`src/design/oaht_pkg.sv`:
```
package oaht_pkg;

    localparam int TABLE_SLOTS = 256;
    localparam int SLOT_BITS   = 8;
    localparam int HASH_BITS   = 32;
    localparam int VALUE_BITS  = 32;
    localparam int HITS_BITS   = 10;
    localparam int CNT_BITS    = 9;
    localparam int LOG2_BITS   = 4;
    localparam logic [LOG2_BITS-1:0] LOG2_RESET = 4'd8;

    typedef logic signed [HITS_BITS-1:0] t_hits;

    typedef enum logic [1:0] {
        ACT_FIND   = 2'd0,
        ACT_INSERT = 2'd1,
        ACT_REMOVE = 2'd2,
        ACT_NONE   = 2'd3
    } t_action;

    typedef enum logic [1:0] {
        ST_OK     = 2'd0,
        ST_MISS   = 2'd1,
        ST_EXISTS = 2'd2,
        ST_FULL   = 2'd3
    } t_status;

    // slot updates done after a probe
    typedef enum logic [2:0] {
        WR_NONE,
        WR_INS_NEW,
        WR_HEAD_INC,
        WR_HEAD_DEC,
        WR_MATCH_DEL,
        WR_HEAD_MOVE,
        WR_LAST_DEL,
        WR_HEAD_DEL
    } t_wr;

    typedef enum logic [2:0] {
        S_IDLE,
        S_LOAD,
        S_HEAD,
        S_WALK,
        S_DECIDE,
        S_WR_A,
        S_WR_B,
        S_DONE
    } t_state;

    typedef struct packed {
        logic    accept;
        logic    head_scan;
        logic    walk_scan;
        logic    cnt_ins;
        logic    cnt_rem;
        t_wr     wr;
        logic    emit;
        t_status status;
    } t_dp_cmd;

    typedef struct packed {
        logic    hd_stop;
        logic    hd_walk;
        logic    wk_stop;
        t_action action;
        logic    hit;
        logic    found;
        logic    have_pos;
        logic    match_is_head;
        logic    last_is_head;
    } t_dp_stat;

endpackage

```
`src/design/oaht_ctrl.sv`:
```
module oaht_ctrl (
    input  logic              i_clk,
    input  logic              i_rst_n,
    input  logic              start,
    input  oaht_pkg::t_dp_stat i_stat,
    output oaht_pkg::t_dp_cmd  o_cmd,
    output logic              o_busy
);
    import oaht_pkg::*;

    t_state  r_state, n_state;
    t_wr     r_wr_a, r_wr_b, p_wr_a, p_wr_b;
    t_status r_status, p_status;
    logic    p_ins, p_rem;

    // work out the answer and the slot updates from the probe result
    always_comb begin
        p_status = ST_MISS;
        p_wr_a   = WR_NONE;
        p_wr_b   = WR_NONE;
        p_ins    = 1'b0;
        p_rem    = 1'b0;
        case (i_stat.action)
            ACT_FIND: begin
                if (i_stat.found) p_status = ST_OK;
            end
            ACT_INSERT: begin
                if (i_stat.found) begin
                    p_status = ST_EXISTS;
                end else if (i_stat.have_pos) begin
                    p_status = ST_OK;
                    p_wr_a   = WR_INS_NEW;
                    p_wr_b   = i_stat.hit ? WR_HEAD_INC : WR_NONE;
                    p_ins    = 1'b1;
                end else begin
                    p_status = ST_FULL;
                end
            end
            ACT_REMOVE: begin
                if (i_stat.found) begin
                    p_status = ST_OK;
                    p_rem    = 1'b1;
                    if (!i_stat.match_is_head) begin
                        p_wr_a = WR_HEAD_DEC;
                        p_wr_b = WR_MATCH_DEL;
                    end else if (!i_stat.last_is_head) begin
                        p_wr_a = WR_HEAD_MOVE;
                        p_wr_b = WR_LAST_DEL;
                    end else begin
                        p_wr_a = WR_HEAD_DEL;
                    end
                end
            end
            default: p_status = ST_MISS;
        endcase
    end

    // hold the plan once decided
    always_ff @(posedge i_clk) begin
        if (!i_rst_n) begin
            r_state  <= S_IDLE;
            r_wr_a   <= WR_NONE;
            r_wr_b   <= WR_NONE;
            r_status <= ST_MISS;
        end else begin
            r_state <= n_state;
            if (r_state == S_DECIDE) begin
                r_wr_a   <= p_wr_a;
                r_wr_b   <= p_wr_b;
                r_status <= p_status;
            end
        end
    end

    // next state
    always_comb begin
        n_state = r_state;
        case (r_state)
            S_IDLE:   if (start) n_state = S_LOAD;
            S_LOAD:   n_state = (i_stat.action == ACT_NONE) ? S_DECIDE : S_HEAD;
            S_HEAD:   if (i_stat.hd_stop) n_state = i_stat.hd_walk ? S_WALK : S_DECIDE;
            S_WALK:   if (i_stat.wk_stop) n_state = S_DECIDE;
            S_DECIDE: n_state = S_WR_A;
            S_WR_A:   n_state = S_WR_B;
            S_WR_B:   n_state = S_DONE;
            S_DONE:   n_state = S_IDLE;
            default:  n_state = S_IDLE;
        endcase
    end

    // commands to the datapath
    always_comb begin
        o_cmd           = '0;
        o_cmd.wr        = WR_NONE;
        o_cmd.status    = r_status;
        o_busy          = (r_state != S_IDLE);
        case (r_state)
            S_IDLE:   o_cmd.accept = start;
            S_HEAD:   o_cmd.head_scan = 1'b1;
            S_WALK:   o_cmd.walk_scan = 1'b1;
            S_DECIDE: begin
                o_cmd.cnt_ins = p_ins;
                o_cmd.cnt_rem = p_rem;
            end
            S_WR_A:   o_cmd.wr = r_wr_a;
            S_WR_B:   o_cmd.wr = r_wr_b;
            S_DONE:   o_cmd.emit = 1'b1;
            default:  o_cmd.emit = 1'b0;
        endcase
    end

endmodule

```
`config.mk`:
```
export PLATFORM = sky130hd
export DESIGN_NAME = oaht_ctrl
export DESIGN_NICKNAME = d
export VERILOG_FILES = /design/src/design/oaht_pkg.sv /design/src/design/oaht_ctrl.sv
export SDC_FILE = /design/constraint.sdc
export NUM_CORES = 1
export LEC_CHECK = 0
export ABC_AREA = 1
export BUFFER_PORTS_ARGS = -buffer_cell sky130_fd_sc_hd__buf_4
export CAP_MARGIN = 20
export CORE_MARGIN = 4
export CORE_UTILIZATION = 42
export DETAILED_ROUTE_END_ITERATION = 7
export MAX_ROUTING_LAYER = met4
export PLACE_DENSITY = 0.81
export SLEW_MARGIN = 10
export SYNTH_ARGS = -nofsm -noshare
export SYNTH_HDL_FRONTEND = slang
export SYNTH_SLANG_ARGS = --single-unit
```
`constraint.sdc`:
```
create_clock -name i_clk -period 1.2 [get_ports i_clk]
set_clock_uncertainty 0.1 [all_clocks]
set_input_delay 0.12 -clock i_clk [delete_from_list [all_inputs] [get_ports i_clk]]
set_output_delay 0.12 -clock i_clk [all_outputs]
set_load 0.005 [all_outputs]
```
After elaboration in Yosys (flattened, before gate mapping)
Cells that the tools add are included.
{"block": "word_totals", "register_bits": 11, "input_bits": 13, "out_inout_bits": 12, "elab_cells": 56}
{"block": "op_classes", "n_eq_ne": 13, "muxes": 34, "n_reduce_logical": 5}
{"op": "$mux W3", "n": 10}
{"op": "$pmux W3 S8", "n": 1}
{"op": "$pmux W3 S2", "n": 3}
{"op": "$mux W2", "n": 7}
{"op": "$eq A3 B3 Y1 const B", "n": 4}
{"op": "$mux W1", "n": 12}
{"op": "$eq A3 B2 Y1 const B", "n": 2}
{"op": "$ne A2 B2 Y1 const B", "n": 3}
{"op": "$eq A2 B2 Y1 const B", "n": 2}
{"op": "$pmux W2 S2", "n": 1}
{"op": "$eq A3 B1 Y1 const B", "n": 1}
{"op": "$logic_not A3 Y1", "n": 1}
{"op": "$reduce_and A3 Y1", "n": 1}
{"op": "$reduce_bool A3 Y1", "n": 1}
{"op": "$eq A2 B1 Y1 const B", "n": 1}
{"op": "$logic_not A2 Y1", "n": 1}
{"op": "$reduce_or A2 Y1", "n": 1}

Longest topological paths before layout
{"block": "depth", "ltp_word": 4, "depth_mapped": 7, "depth_no_buf": 7}

Worst setup path after synthesis
No wires, ideal clock.
{"block": "synth_path", "path_type": "register to register", "from": "reg r_state[1]", "to": "reg r_status[0]", "setup_time_ns": 0.116, "arrival_time_ns": 0.956, "required_ns": 0.984, "setup_slack_ns": 0.028, "stages_incl_launch_ff": 8, "path_buffers": 1, "period_less_slack_ns": 1.172, "path_cell_list": "dfxtp_1 nor2_2 nand2_2 buf_6 inv_2 nand4_1 o21ai_1 nand2_1"}
{"block": "synth_via", "elab_chain_len": 1}
{"item": "start, declared", "line": "oaht_ctrl.sv:11", "source": "t_state r_state, n_state;"}
{"item": "start signal, assigned", "line": "oaht_ctrl.sv:66", "source": "r_state <= n_state;"}
{"item": "$eq A3 B3 Y1", "line": "oaht_ctrl.sv:67", "source": "if (r_state == S_DECIDE) begin"}
{"item": "end signal, assigned", "line": "oaht_ctrl.sv:70", "source": "r_status <= p_status;"}
{"item": "end, declared", "line": "oaht_ctrl.sv:13", "source": "t_status r_status, p_status;"}
Every way passes these cells.
A chain may end at the register's enable or synchronous reset.

==> impl_table.tex <==
\begin{tabular}{lr}
\hline
Metric & Value \\
\hline
\multicolumn{2}{l}{\textbf{Clock tree}} \\
\quad Num Clock Sinks & 10 \\
\quad Number of buffers between clock root and the deepest sink & 2 \\
\quad Buffer cell driving the clock tree root & clkbuf\_4 \\
\quad Number of CTS-inserted buffers & 3 \\
\quad CTS clock-pin slew for the worst setup and hold paths & 0.07 ns \\
\quad Insertion delay of the later-clocked pin in the worst-skew pair & 0.27 ns \\
\quad Max H-tree Level & 1 \\
\quad Clock tree from TritonCTS & done \\
\multicolumn{2}{l}{\textbf{Global route}} \\
\quad Residual overflow from global routing & 0 \\
\quad Antenna violations before repair & 0 \\
\quad Overall fraction of global-route tracks in use & 19.8\% \\
\quad Global-route wire length before repair & about 3700 um \\
\quad Maximum number of pins on one net before global-route repair & 10 \\
\quad Via count of the first global-routing pass & 861 \\
\multicolumn{2}{l}{\textbf{Power}} \\
\quad Post-layout power & 1480 uW \\
\quad Power per cell area & about 1300 nW/um\^{}2 \\
\quad Static power due to leakage & 0.000483 uW \\
\quad Worst voltage drop across the vdd grid & 689 uV \\
\multicolumn{2}{l}{\textbf{Placed design}} \\
\quad Placed cells & 148 \\
\quad Cell area after placement & 903 sq um \\
\quad PortBufs & 24 \\
\quad Gpl congestion & 0.966 \\
\quad Hpwl dp & around 1500 um \\
\multicolumn{2}{l}{\textbf{Min path}} \\
\quad WHS Path Cells & 3 \\
\quad Hold Crit Class & primary input to flop \\
\quad Startpoint of the lowest-slack hold path & i\_stat[1] \\
\quad Endpoint of the worst hold-timing path & r\_wr\_a[2] \\
\multicolumn{2}{l}{\textbf{Worst setup path}} \\
\quad Setup slack of the most critical reg-to-reg path & -0.11 ns \\
\quad Worst r2r path cells & 7 \\
\quad Reg-to-reg critical path startpoint & r\_state[1] \\
\quad Type of origin of the critical path & flop \\
\quad Required @ worst endpoint & just under 1 ns \\
\quad Largest fanout on the critical path & 5 \\
\quad Source of the critical timing path & r\_state[1] \\
\quad Stage delay of the slowest cell on the critical path & 0.38 ns \\
\quad Library cell contributing the largest single delay on the critical path & dfxtp\_4 \\
\quad Endpoint kind of the worst setup timing path & output pin \\
\quad Worst Path Class, Setup & flop to output pin \\
\quad End of the worst register-to-register path & r\_status[0] \\
\quad Crit path cell chain & nor2\_4 -> nand2\_4 -> nor2\_2 -> buf\_4 \\
\quad Crit path arrival time & around 1.1 ns \\
\multicolumn{2}{l}{\textbf{Die}} \\
\quad Number of placed I/O pins & 25 \\
\quad Site row count & 14 \\
\quad Placeable core region & 1520 sq um \\
\quad Die area & around 2400 sq um \\
\quad Die Ht & 48.6 um \\
\quad Die X & 48.6 um \\
\quad Initial cell density of the core & between 40\% and 50\% \\
\multicolumn{2}{l}{\textbf{STA}} \\
\quad Max-Slew Margin vs Limit & 79.1\% \\
\quad Pins over their slew limit & 0 \\
\quad Final hold violation count & 0 \\
\quad Max Clk Rate & 743 MHz \\
\quad Setup repair after global routing missed its margin & yes \\
\quad Worst Hold Margin & around 0.022 ns \\
\quad Worst-margin pin slew & 0.311 ns \\
\quad Tmin final & about 1.3 ns \\
\quad Least setup slack across all paths after layout & -0.146 ns \\
\quad Share of the clock period used by the worst path & 112\% \\
\quad Number of setup violations in the final report & 20 \\
\multicolumn{2}{l}{\textbf{Routing}} \\
\quad DRC violation total after the first TritonRoute iteration & 12 \\
\quad Post-Route WL & 2140 um \\
\quad Via density per instance & about 5.2 \\
\quad DRC errors left & 0 \\
\quad Vias post-DR & 819 \\
\quad Remaining antenna violation count after routing & 0 \\
\quad Drt pass-1 iters & 4 \\
\quad Wirelength per Cell & 13.6 um \\
\multicolumn{2}{l}{\textbf{Final layout}} \\
\quad Final cell count without fillers & 157 \\
\quad Area occupied by registers & 211 sq um \\
\quad Layout Utilization & roughly 73\% \\
\quad Share of post-route cells with drive strength above 1 & 51.8\% \\
\quad Post-route design area & 1120 sq um \\
\quad Highest-count cells in the layout ignoring fill and taps & buf\_4 (26), nand2\_1 (18), inv\_1 (14) \\
\quad Most common cell after layout, fill and taps aside & buf\_4 \\
\quad Multi-input gate area & about 500 sq um \\
\quad Area added between synthesis and finish & 61.5\% \\
\quad Number of filler cells placed in the layout & 120 \\
\quad Net count, final & 159 \\
\quad Count of antenna diodes in the layout & 0 \\
\multicolumn{2}{l}{\textbf{Synthesis}} \\
\quad \#FFs+latches synth & 10 \\
\quad Mean cell area of the mapped netlist & 6.53 sq um \\
\quad Post-synthesis cell count & roughly 110 \\
\quad Synthesis Warnings & 0 \\
\quad Post-synthesis sequential area ratio & 28.9\% \\
\quad Combined area of all synthesized cells & 692 sq um \\
\quad Yosys cell types & 20 \\
\quad Post-Syn Nets & 123 \\
\multicolumn{2}{l}{\textbf{Status}} \\
\quad Violations in the final reports & setup timing \\
\quad Result of the run & finished with violations \\
\multicolumn{2}{l}{\textbf{Run}} \\
\quad Count of max-cap constraint violations & 0 \\
\hline
\end{tabular}
==> worst max-delay path: cells and delay by family, from the launching register on <==
| kind | cells | cell delay [ns] |
|---|---|---|
| buf+inv | 1 | 0.11 |
| flops | 1 | 0.38 |
| simple gates | 3 | 0.36 |
==> synth_stat cells <==
| cell | instances | share of area [%] |
|---|---|---|
| nand3_2 | 1 | 1.4 |
| nor2_2 | 5 | 4.5 |
| inv_2 | 3 | 1.6 |
| clkinv_1 | 1 | 0.54 |
| buf_6 | 1 | 1.6 |
| dfxtp_1 | 10 | 29 |
| o21ai_1 | 1 | 0.72 |
| nor3_2 | 1 | 1.4 |
| nand2_1 | 24 | 13 |
| o2111ai_2 | 1 | 2.2 |
| nand3_1 | 9 | 6.5 |
| o22ai_1 | 2 | 1.8 |
| o21ai_0 | 2 | 1.4 |
| nand4_1 | 4 | 3.6 |
| nand2_2 | 3 | 2.7 |
| a21oi_2 | 1 | 1.3 |
| ha_1 | 4 | 7.2 |
| a21oi_1 | 8 | 5.8 |
| inv_1 | 16 | 8.7 |
| nor2_1 | 9 | 4.9 |
==> logic make-up after synthesis <==
family,share of synthesized area [%]
simple gates,38.2
buf+inv,12.5
flops,28.9
compound gates,13.2
fa+ha+maj,7.23
==> layout make-up <==
type | instances | area share [%]
clock buffers | 4 | 3.25
inverters | 20 | 7.39
multi-input cells | 75 | 45.2
flip-flops and latches | 10 | 18.9
well taps | 16 | 1.79
repair buffers | 32 | 23.4
==> through the flow <==
stage	setup WS, ns	TNS [ns]
2_1_floorplan	0.0277	0
3_3_place_gp	-0.0506	-0.260
3_5_place_dp	-0.118	-0.504
4_1_cts	-0.131	-1.22
5_1_grt	-0.209	-2.81
6_report	-0.146	-1.54
==> registers in the layout, indices dropped and copies added (netlist names) <==
name      flops
r_state       3
r_wr_a        3
r_status      2
r_wr_b        2
==> worst max path at each step <==
stage	endpoint	slack [ns]	cells past startpoint
after floorplan	r_status[0]	0.03	7
after CTS	o_cmd[10]	-0.13	4
final	o_cmd[6]	-0.15	4
after global placement	r_wr_a[2]	-0.05	5
after global routing	r_status[0]	-0.21	7
after detailed placement	r_wr_b[2]	-0.12	5
==> timing repair <==
action | in CTS | in global routing
endpoints found under the hold margin | 1 | 0
hold buffers | 1 | 0
resized for setup | 22 | 19
buffers inserted | 3 | 1
gates cloned | 0 | 0
pin swaps | 6 | 10
setup endpoints to repair | 20 | 20
==> report_power, final <==
group	internal, uW	switching [uW]	leakage (uW)
registers	382	97.7	0.0000831
clock network	185	130	0.0000210
logic	323	362	0.000379
==> layer usage <==
metal  up-vias  share of wire (%)  global-route usage, %
met5         -                  0                      -
met4         0                4.1                   12.1
met3        11                8.0                   4.91
met2        33                 51                   33.7
met1       365                 36                   20.3
li1        410                  -                      -
Note: power is estimated with default switching activity, not from simulation.
